[src/rtl/nntt_pkg.sv]
// Shared constants and types for the nearest-neighbor target tracker.
package nntt_pkg;

    localparam int TRACK_DEPTH = 30;
    localparam int PIXEL_BITS  = 12;

    localparam int CEN_W   = PIXEL_BITS + 1;
    localparam int RANGE_W = 26;
    localparam int DOFF_W  = RANGE_W + 1;
    localparam int IDX_W   = $clog2(TRACK_DEPTH);
    localparam int CNT_W   = $clog2(TRACK_DEPTH + 1);
    localparam int SUM_W   = CNT_W + 1;
    localparam int MISS_W  = 6;
    localparam int SQ_W    = 2 * RANGE_W;
    localparam int DIST_W  = SQ_W + 1;
    localparam int DIVC_W  = $clog2(RANGE_W);

    localparam int FOCAL_W  = 16;
    localparam int OBJW_W   = 10;
    localparam int LIMIT_W  = 5;
    localparam int ORIGIN_W = 16;

    localparam int CFG_IDX_W  = 2;
    localparam int CFG_DATA_W = 16;

    localparam int IN_FIELDS_W  = 4 * PIXEL_BITS;
    localparam int IN_TDATA_W   = ((IN_FIELDS_W + 7) / 8) * 8;
    localparam int OUT_FIELDS_W = 2 * CEN_W + RANGE_W + DOFF_W + CNT_W;
    localparam int OUT_TDATA_W  = ((OUT_FIELDS_W + 7) / 8) * 8;
    localparam int OUT_TUSER_W  = 2;

    localparam logic [CFG_IDX_W-1:0] REG_FOCAL  = 2'd0;
    localparam logic [CFG_IDX_W-1:0] REG_OBJW   = 2'd1;
    localparam logic [CFG_IDX_W-1:0] REG_LIMIT  = 2'd2;
    localparam logic [CFG_IDX_W-1:0] REG_ORIGIN = 2'd3;

    localparam logic [FOCAL_W-1:0]  FOCAL_RST  = 16'd800;
    localparam logic [OBJW_W-1:0]   OBJW_RST   = 10'd150;
    localparam logic [LIMIT_W-1:0]  LIMIT_RST  = 5'd15;
    localparam logic [ORIGIN_W-1:0] ORIGIN_RST = 16'd500;

    localparam logic [MISS_W-1:0] MISS_SAT = '1;

    typedef struct packed {
        logic [CEN_W-1:0]   cx;
        logic [CEN_W-1:0]   cy;
        logic [RANGE_W-1:0] rng;
    } track_pt_t;

endpackage

[src/rtl/nearest_neighbor_target_tracker.sv]
// Nearest-neighbor target tracker: range divider, distance unit, trajectory memory.
// A box beat passes the accept state, the 26-step restoring range divider, three
// squaring states on the shared multiplier and a compare; if it closes the frame,
// frame end follows. A no-detection beat goes straight to frame end, which waits
// for a free output register. Async active-low reset clears control and loads
// register defaults; the trajectory memory is not cleared, only counted entries are used.
module nearest_neighbor_target_tracker (
    input  logic                                  clk,
    input  logic                                  rst_n,
    input  logic                                  cfg_we,
    input  logic [nntt_pkg::CFG_IDX_W-1:0]        cfg_index,
    input  logic [nntt_pkg::CFG_DATA_W-1:0]       cfg_wdata,
    input  logic                                  s_axis_tvalid,
    output logic                                  s_axis_tready,
    // box_x, box_y, box_width, box_height
    input  logic [nntt_pkg::IN_TDATA_W-1:0]       s_axis_tdata,
    // cmd
    input  logic                                  s_axis_tuser,
    input  logic                                  s_axis_tlast,
    output logic                                  m_axis_tvalid,
    input  logic                                  m_axis_tready,
    // center_x, center_y, range_mm, depth_offset, track_length, zero pad
    output logic [nntt_pkg::OUT_TDATA_W-1:0]      m_axis_tdata,
    // position_valid, no_target
    output logic [nntt_pkg::OUT_TUSER_W-1:0]      m_axis_tuser
);
    import nntt_pkg::*;

    typedef enum logic [6:0] {
        S_IDLE = 7'b0000001,
        S_DIV  = 7'b0000010,
        S_SQX  = 7'b0000100,
        S_SQY  = 7'b0001000,
        S_SQR  = 7'b0010000,
        S_CMP  = 7'b0100000,
        S_END  = 7'b1000000
    } state_t;

    state_t state_reg;

    logic [FOCAL_W-1:0]  focal_reg;
    logic [OBJW_W-1:0]   objw_reg;
    logic [LIMIT_W-1:0]  limit_reg;
    logic [ORIGIN_W-1:0] origin_reg;

    logic [IDX_W-1:0]  head_reg;
    logic [CNT_W-1:0]  count_reg;
    logic [MISS_W-1:0] miss_reg;
    logic [1:0]        hits_reg;
    logic              missed_reg;
    logic              last_reg;

    track_pt_t         best_reg;
    logic [DIST_W-1:0] best_sq_reg;
    track_pt_t         mem_rd_reg;
    logic [CEN_W-1:0]  cand_cx_reg;
    logic [CEN_W-1:0]  cand_cy_reg;

    logic [RANGE_W-1:0]    div_q_reg;
    logic [PIXEL_BITS-1:0] div_rem_reg;
    logic [PIXEL_BITS-1:0] div_dvs_reg;
    logic [DIVC_W-1:0]     div_cnt_reg;

    logic [SQ_W-1:0]   sq_reg;
    logic [DIST_W-1:0] acc_reg;

    logic                         m_valid_reg;
    logic [OUT_TDATA_W-1:0]       m_data_reg;
    logic [OUT_TUSER_W-1:0]       m_user_reg;

    track_pt_t traj_mem [TRACK_DEPTH];

    // input field unpacking
    logic [PIXEL_BITS-1:0] in_x, in_y, in_w, in_h;
    assign in_x = s_axis_tdata[PIXEL_BITS-1:0];
    assign in_y = s_axis_tdata[2*PIXEL_BITS-1:PIXEL_BITS];
    assign in_w = s_axis_tdata[3*PIXEL_BITS-1:2*PIXEL_BITS];
    assign in_h = s_axis_tdata[4*PIXEL_BITS-1:3*PIXEL_BITS];

    logic in_beat;
    assign s_axis_tready = (state_reg == S_IDLE);
    assign in_beat       = s_axis_tvalid && s_axis_tready;

    // latest trajectory entry, valid only when count is nonzero
    logic [SUM_W-1:0] lat_sum;
    logic [IDX_W-1:0] rd_idx;
    always_comb
    begin
        lat_sum = SUM_W'(head_reg) + SUM_W'(count_reg) - SUM_W'(1);
        if (lat_sum >= SUM_W'(TRACK_DEPTH))
            rd_idx = IDX_W'(lat_sum - SUM_W'(TRACK_DEPTH));
        else
            rd_idx = IDX_W'(lat_sum);
    end

    // restoring divider step
    logic [PIXEL_BITS:0]   div_shift;
    logic                  div_ge;
    logic [PIXEL_BITS:0]   div_diff;
    always_comb
    begin
        div_shift = {div_rem_reg, div_q_reg[RANGE_W-1]};
        div_ge    = div_shift >= {1'b0, div_dvs_reg};
        div_diff  = div_shift - {1'b0, div_dvs_reg};
    end

    // shared squaring multiplier operand
    logic [RANGE_W-1:0] mul_op;
    always_comb
    begin
        case (state_reg)
            S_SQX:
                mul_op = (cand_cx_reg >= mem_rd_reg.cx) ?
                         RANGE_W'(cand_cx_reg - mem_rd_reg.cx) :
                         RANGE_W'(mem_rd_reg.cx - cand_cx_reg);
            S_SQY:
                mul_op = (cand_cy_reg >= mem_rd_reg.cy) ?
                         RANGE_W'(cand_cy_reg - mem_rd_reg.cy) :
                         RANGE_W'(mem_rd_reg.cy - cand_cy_reg);
            default:
                mul_op = (div_q_reg >= mem_rd_reg.rng) ?
                         (div_q_reg - mem_rd_reg.rng) : (mem_rd_reg.rng - div_q_reg);
        endcase
    end

    logic [DIST_W-1:0] cand_dist;
    assign cand_dist = acc_reg + DIST_W'(sq_reg);

    // frame-end bookkeeping
    logic              end_go;
    logic [IDX_W-1:0]  head1;
    logic [CNT_W-1:0]  count1;
    logic              append;
    logic [SUM_W-1:0]  wr_sum;
    logic [IDX_W-1:0]  wr_idx;
    logic [MISS_W-1:0] miss_next;
    logic              clear;
    logic [IDX_W-1:0]  head_next;
    logic [CNT_W-1:0]  count_next;
    logic              pos_valid;
    logic [DOFF_W-1:0] doff;

    always_comb
    begin
        end_go = (state_reg == S_END) && (!m_valid_reg || m_axis_tready);
        // drop the oldest point at capacity
        if (count_reg >= CNT_W'(TRACK_DEPTH))
        begin
            head1  = (head_reg == IDX_W'(TRACK_DEPTH - 1)) ? '0 : head_reg + IDX_W'(1);
            count1 = CNT_W'(TRACK_DEPTH - 1);
        end
        else
        begin
            head1  = head_reg;
            count1 = count_reg;
        end
        append = !missed_reg && ((hits_reg == 2'd1) || (count1 != '0));
        wr_sum = SUM_W'(head1) + SUM_W'(count1);
        if (wr_sum >= SUM_W'(TRACK_DEPTH))
            wr_idx = IDX_W'(wr_sum - SUM_W'(TRACK_DEPTH));
        else
            wr_idx = IDX_W'(wr_sum);
        if (missed_reg)
            miss_next = (miss_reg == MISS_SAT) ? miss_reg : miss_reg + MISS_W'(1);
        else
            miss_next = '0;
        clear      = miss_next > MISS_W'(limit_reg);
        head_next  = clear ? '0 : head1;
        count_next = clear ? '0 : (append ? count1 + CNT_W'(1) : count1);
        pos_valid  = !missed_reg && (count_next != '0);
        doff       = {1'b0, best_reg.rng} - DOFF_W'(origin_reg);
    end

    // trajectory memory: read at every accepted beat, write at frame end, never both at once
    always_ff @(posedge clk)
    begin
        if (end_go && append)
            traj_mem[wr_idx] <= best_reg;
        if (in_beat)
            mem_rd_reg <= traj_mem[rd_idx];
    end

    // control state
    always_ff @(posedge clk or negedge rst_n)
    begin
        if (!rst_n)
        begin
            state_reg   <= S_IDLE;
            focal_reg   <= FOCAL_RST;
            objw_reg    <= OBJW_RST;
            limit_reg   <= LIMIT_RST;
            origin_reg  <= ORIGIN_RST;
            head_reg    <= '0;
            count_reg   <= '0;
            miss_reg    <= '0;
            hits_reg    <= '0;
            best_reg    <= '0;
            best_sq_reg <= '0;
            missed_reg  <= 1'b0;
            last_reg    <= 1'b0;
            div_cnt_reg <= '0;
            m_valid_reg <= 1'b0;
        end
        else
        begin
            if (cfg_we)
            begin
                unique case (cfg_index)
                    REG_FOCAL:  focal_reg  <= cfg_wdata[FOCAL_W-1:0];
                    REG_OBJW:   objw_reg   <= cfg_wdata[OBJW_W-1:0];
                    REG_LIMIT:  limit_reg  <= cfg_wdata[LIMIT_W-1:0];
                    REG_ORIGIN: origin_reg <= cfg_wdata[ORIGIN_W-1:0];
                    default:    ;
                endcase
            end

            if (end_go)
                m_valid_reg <= 1'b1;
            else if (m_valid_reg && m_axis_tready)
                m_valid_reg <= 1'b0;

            unique case (state_reg)
                S_IDLE:
                begin
                    if (in_beat)
                    begin
                        missed_reg  <= s_axis_tuser;
                        last_reg    <= s_axis_tlast;
                        div_cnt_reg <= '0;
                        state_reg   <= s_axis_tuser ? S_END : S_DIV;
                    end
                end
                S_DIV:
                begin
                    div_cnt_reg <= div_cnt_reg + DIVC_W'(1);
                    if (div_cnt_reg == DIVC_W'(RANGE_W - 1))
                        state_reg <= S_SQX;
                end
                S_SQX:   state_reg <= S_SQY;
                S_SQY:   state_reg <= S_SQR;
                S_SQR:   state_reg <= S_CMP;
                S_CMP:
                begin
                    if (hits_reg == 2'd0)
                    begin
                        best_reg <= '{cx: cand_cx_reg, cy: cand_cy_reg, rng: div_q_reg};
                        if (count_reg != '0)
                            best_sq_reg <= cand_dist;
                    end
                    else if ((count_reg != '0) && (cand_dist <= best_sq_reg))
                    begin
                        best_reg    <= '{cx: cand_cx_reg, cy: cand_cy_reg, rng: div_q_reg};
                        best_sq_reg <= cand_dist;
                    end
                    if (hits_reg != 2'd2)
                        hits_reg <= hits_reg + 2'd1;
                    state_reg <= last_reg ? S_END : S_IDLE;
                end
                S_END:
                begin
                    // hold until the output register is free
                    if (end_go)
                    begin
                        head_reg    <= head_next;
                        count_reg   <= count_next;
                        miss_reg    <= miss_next;
                        hits_reg    <= '0;
                        best_reg    <= '0;
                        best_sq_reg <= '0;
                        state_reg   <= S_IDLE;
                    end
                end
                default: state_reg <= S_IDLE;
            endcase
        end
    end

    // datapath registers
    always_ff @(posedge clk)
    begin
        if (in_beat)
        begin
            cand_cx_reg <= CEN_W'(in_x) + CEN_W'(in_w[PIXEL_BITS-1:1]);
            cand_cy_reg <= CEN_W'(in_y) + CEN_W'(in_h[PIXEL_BITS-1:1]);
            div_q_reg   <= RANGE_W'(focal_reg) * RANGE_W'(objw_reg);
            div_rem_reg <= '0;
            div_dvs_reg <= in_w;
        end
        else if (state_reg == S_DIV)
        begin
            div_q_reg   <= {div_q_reg[RANGE_W-2:0], div_ge};
            div_rem_reg <= div_ge ? div_diff[PIXEL_BITS-1:0] : div_shift[PIXEL_BITS-1:0];
        end

        if ((state_reg == S_SQX) || (state_reg == S_SQY) || (state_reg == S_SQR))
            sq_reg <= mul_op * mul_op;
        if (state_reg == S_SQY)
            acc_reg <= DIST_W'(sq_reg);
        else if (state_reg == S_SQR)
            acc_reg <= acc_reg + DIST_W'(sq_reg);

        if (end_go)
        begin
            m_user_reg <= {missed_reg, pos_valid};
            m_data_reg <= OUT_TDATA_W'({count_next,
                                        pos_valid ? doff : DOFF_W'(0),
                                        pos_valid ? best_reg.rng : RANGE_W'(0),
                                        pos_valid ? best_reg.cy : CEN_W'(0),
                                        pos_valid ? best_reg.cx : CEN_W'(0)});
        end
    end

    assign m_axis_tvalid = m_valid_reg;
    assign m_axis_tdata  = m_data_reg;
    assign m_axis_tuser  = m_user_reg;

    a_count_bound: assert property (@(posedge clk) disable iff (!rst_n)
        count_reg <= CNT_W'(TRACK_DEPTH))
        else $error("track count beyond depth");

    a_head_bound: assert property (@(posedge clk) disable iff (!rst_n)
        head_reg < IDX_W'(TRACK_DEPTH))
        else $error("track head out of range");

    a_miss_to_end: assert property (@(posedge clk) disable iff (!rst_n)
        (s_axis_tvalid && s_axis_tready && s_axis_tuser) |=> (state_reg == S_END))
        else $error("missed frame did not go to frame end");

    a_valid_len: assert property (@(posedge clk) disable iff (!rst_n)
        (m_valid_reg && m_user_reg[0]) |-> (count_reg != '0) && !m_user_reg[1])
        else $error("reported position with empty track or missed frame");

endmodule

[config.mk]
export PLATFORM = sky130hd
export DESIGN_NAME = nearest_neighbor_target_tracker
export DESIGN_NICKNAME = d
export VERILOG_FILES = /design/src/rtl/nntt_pkg.sv /design/src/rtl/nearest_neighbor_target_tracker.sv
export SDC_FILE = /design/constraint.sdc
export NUM_CORES = 2
export LEC_CHECK = 0
export BUFFER_PORTS_ARGS = -buffer_cell sky130_fd_sc_hd__buf_2
export CORE_UTILIZATION = 60
export DETAILED_ROUTE_END_ITERATION = 7
export PLACE_DENSITY = 0.75
export REMOVE_ABC_BUFFERS = 1
export SLEW_MARGIN = 20
export SYNTH_ARGS = -nofsm -noshare
export SYNTH_HDL_FRONTEND = slang
export SYNTH_SLANG_ARGS = --single-unit
[constraint.sdc]
create_clock -name clk -period 13.8 [get_ports clk]
set_clock_uncertainty 0.15 [all_clocks]
set_input_delay 2.07 -clock clk [delete_from_list [all_inputs] [get_ports clk]]
set_output_delay 2.07 -clock clk [all_outputs]
set_load 0.02 [all_outputs]
==> impl_metrics.csv <==
group,metric,value,unit
drt,viasPerCell,6.29,
die,core_area,0.188,mm2
global_route,grt_use_total,0.310,
synth,synthDistinctLibCells,106,
final_layout,layout-drive-gt1-share,0.148,
clock_tree,clk_path_buf_depth,3,
placement,hpwl,186,mm
min_path,hold_path_end,"div_rem_reg[6]$_SDFFE_PP0P_",
final_layout,fill_cells,12900,
final_layout,area_delta_synth_final,9.42,%
setup_path,crit_arrival,12820,ps
clock_tree,cts_tree,"built",
clock_tree,clockRootBuffer,"clkbuf_16",
setup_path,ff2ff_path_depth,41,
placement,dp.cells,10600,
clock_tree,postCtsSetupRepairBufs,0,
synth,synthFlopType,"edfxtp_1",
min_path,min-delay-start,"div_rem_reg[6]$_SDFFE_PP0P_",
die,io_pins,165,
final_layout,final_cell_count_no_fill,11000,
placement,io_buffer_count,159,
final_layout,regMostFlops,"traj_mem",
setup_path,critPathLaunchType,"flip-flop",
synth,ys_warn_count,0,
drt,drtIter0Drc,7334,
clock_tree,cts-htree-levels,4,
setup_path,critPathKind,"reg2reg",
die,dieArea,0.192,mm2
global_route,grt_pass1_wl,441,mm
sta,period_needed,12420,ps
drt,wirelength,295,mm
synth,synthArstFlopShare,0.0897,
sta,finalCritPeriodShare,0.900,
synth,synth_top_area_cell,"edfxtp_1",
min_path,worst_hold_path.num_cells,2,
clock_tree,cts.sinks,2063,
sta,max_freq,80.5,MHz
synth,ys_top_cells_by_area,"edfxtp_1 (49%), fa_1 (11%), mux4_2 (8.2%)",
clock_tree,clock_latency,870,ps
setup_path,worstReg2RegEnd,"sq_reg[51]$_DFFE_PP_",
sta,worst_slew_pin_slew,1170,ps
outcome,status,"completed",
flow_run,drv_cap,0,
setup_path,end_kind,"flip-flop",
global_route,grt_pass1_vias,71400,
min_path,min_path_type,"reg2reg",
synth,ys_ff_latch,2063,
setup_path,slowest_stage,"a2111oi_0",
synth,synth.top_cell.area_share,0.491,
sta,hold_viol,0,
clock_tree,cts.clk_slew.worst_paths,60,ps
final_layout,largest_reg_flops,1560,
sta,rsz0062_at_grt,"false",
synth,synth_area_per_cell,13.9,um2
synth,synthCells,8186,
synth,synth_edf_count,1865,
setup_path,required,14200,ps
die,dieWidth,438,um
drt,ant_nets,0,
die,dieHeight,438,um
global_route,grt_overflow,0,
clock_tree,holdBufCountCts,0,
setup_path,critPathMaxFanout,19,
placement,gp_congestion,0.960,
setup_path,crit_start,"cand_cy_reg[11]$_DFFE_PP_",
die,initial_core_util,0.606,
drt,route.detailed.drc,0,
drt,firstDrtPassIters,6,
global_route,grt_max_degree,127,
setup_path,timing.rr.start,"cand_cy_reg[11]$_DFFE_PP_",
sta,finalSetupViolations,0,
placement,place_area,0.118,mm2
die,row_count,159,
synth,synth_seq_area_share,0.535,
synth,synthesis.area,0.114,mm2
clock_tree,cts_buffers,198,
drt,via_count,69200,
drt,avgRoutedWirePerCell,26.8,um
global_route,antenna_found_initial,9,
setup_path,r2r_setup_slack,1380,ps
clock_tree,cts_resized,0,
final_layout,fin_nets,9588,
final_layout,final_area,0.125,mm2
sta,slew_headroom,0.218,
setup_path,critPathMaxStageDelay,770,ps
sta,slew_viol_final,0,
==> critical path: cells and delay by family, from the launching register on <==
kind                       cells  cell delay [ps]
adders and majority gates      9             4430
AOI/OAI and AO/OA             11             3620
and+or+nand+nor               10             2010
buffers and inverters         10             1390
DFF                            1              390
xor gates and xnor gates       1               90
==> cell usage after synthesis, drive strengths merged (8+ instances only) <==
master	instances
a211o	9
a211oi	26
a21boi	10
a21o	142
a21oi	231
a221o	11
a31oi	25
and2	150
and3	36
buf	98
clkbuf	247
dfrtp	167
dfstp	18
dfxtp	13
edfxtp	1865
fa	635
ha	543
inv	1053
mux2	131
mux2i	141
mux4	416
nand2	662
nand2b	39
nand3	158
nand3b	9
nand4	43
nor2	411
nor2b	38
nor3	38
nor4	13
o2111ai	8
o211ai	15
o21a	24
o21ai	303
o21bai	34
o221ai	55
o31ai	18
o41ai	8
or3	12
xnor2	139
xor2	89
==> metrics by stage <==
stage	util	hold slack, ps	TNS, ps	setup WS, ps
after global routing	0.663	358	0	753
final	0.663	339	0	1380
after detailed placement	0.627	329	0	1620
after floorplan	-	298	-510990	-9840
after CTS	0.662	342	0	1540
after global placement	0.626	318	0	1660
==> layer usage <==
metal	GRT usage	part of all wire	vias to the layer above
met4	0.136	0.046	2
li1	-	-	29500
met3	0.0601	0.092	734
met1	0.409	0.38	35200
met5	0	0.000044	-
met2	0.505	0.48	3760
==> how the worst max path moves through the flow <==
stage,cells after the start,slack (ps),to
2_1_floorplan,13,-9840,mem_rd_reg[50]$_DFFE_PP_
3_3_place_gp,42,1660,sq_reg[51]$_DFFE_PP_
3_5_place_dp,43,1620,sq_reg[51]$_DFFE_PP_
4_1_cts,43,1540,sq_reg[51]$_DFFE_PP_
5_1_grt,42,750,sq_reg[51]$_DFFE_PP_
6_report,41,1380,sq_reg[51]$_DFFE_PP_
==> layout by cell type (no fill, tap or decap), types with 142 or more instances in the layout <==
cell	count
nand3_1	156
edfxtp_1	1865
a21o_1	142
ha_1	542
and2_1	149
buf_2	159
clkbuf_16	201
a21oi_1	229
mux4_2	416
nor2_1	372
nand2_1	657
o21ai_0	293
dfrtp_1	161
inv_1	1035
fa_1	635
==> logic make-up (layout without fill, tap and decap cells) <==
logic type      after synthesis  in the layout  share of synthesized area
compound gates              995            995                     0.0567
xor+xnor                    228            228                     0.0176
fa+ha+maj                  1178           1178                      0.171
buf+inv                    1399           1720                     0.0476
flops                      2063           2063                      0.535
mux                         688            688                      0.108
other cells                   1              9                  0.0000329
simple gates               1634           1634                     0.0649
==> area by class of cell <==
class                   instances  area, um2  area share
diodes                          5       12.5    0.000100
clock buffers                 270       5400      0.0433
clock inverters               103       1240     0.00991
inverters                    1054       3970      0.0318
multi-input cells            4727      48000       0.385
flip-flops and latches       2063      60900       0.489
well taps                    2495       3120      0.0250
repair buffers                293       2080      0.0166
Power is left out: the tool's default activity adds up to more than one toggle a clock period on the data nets, which glitch-free logic cannot reach.
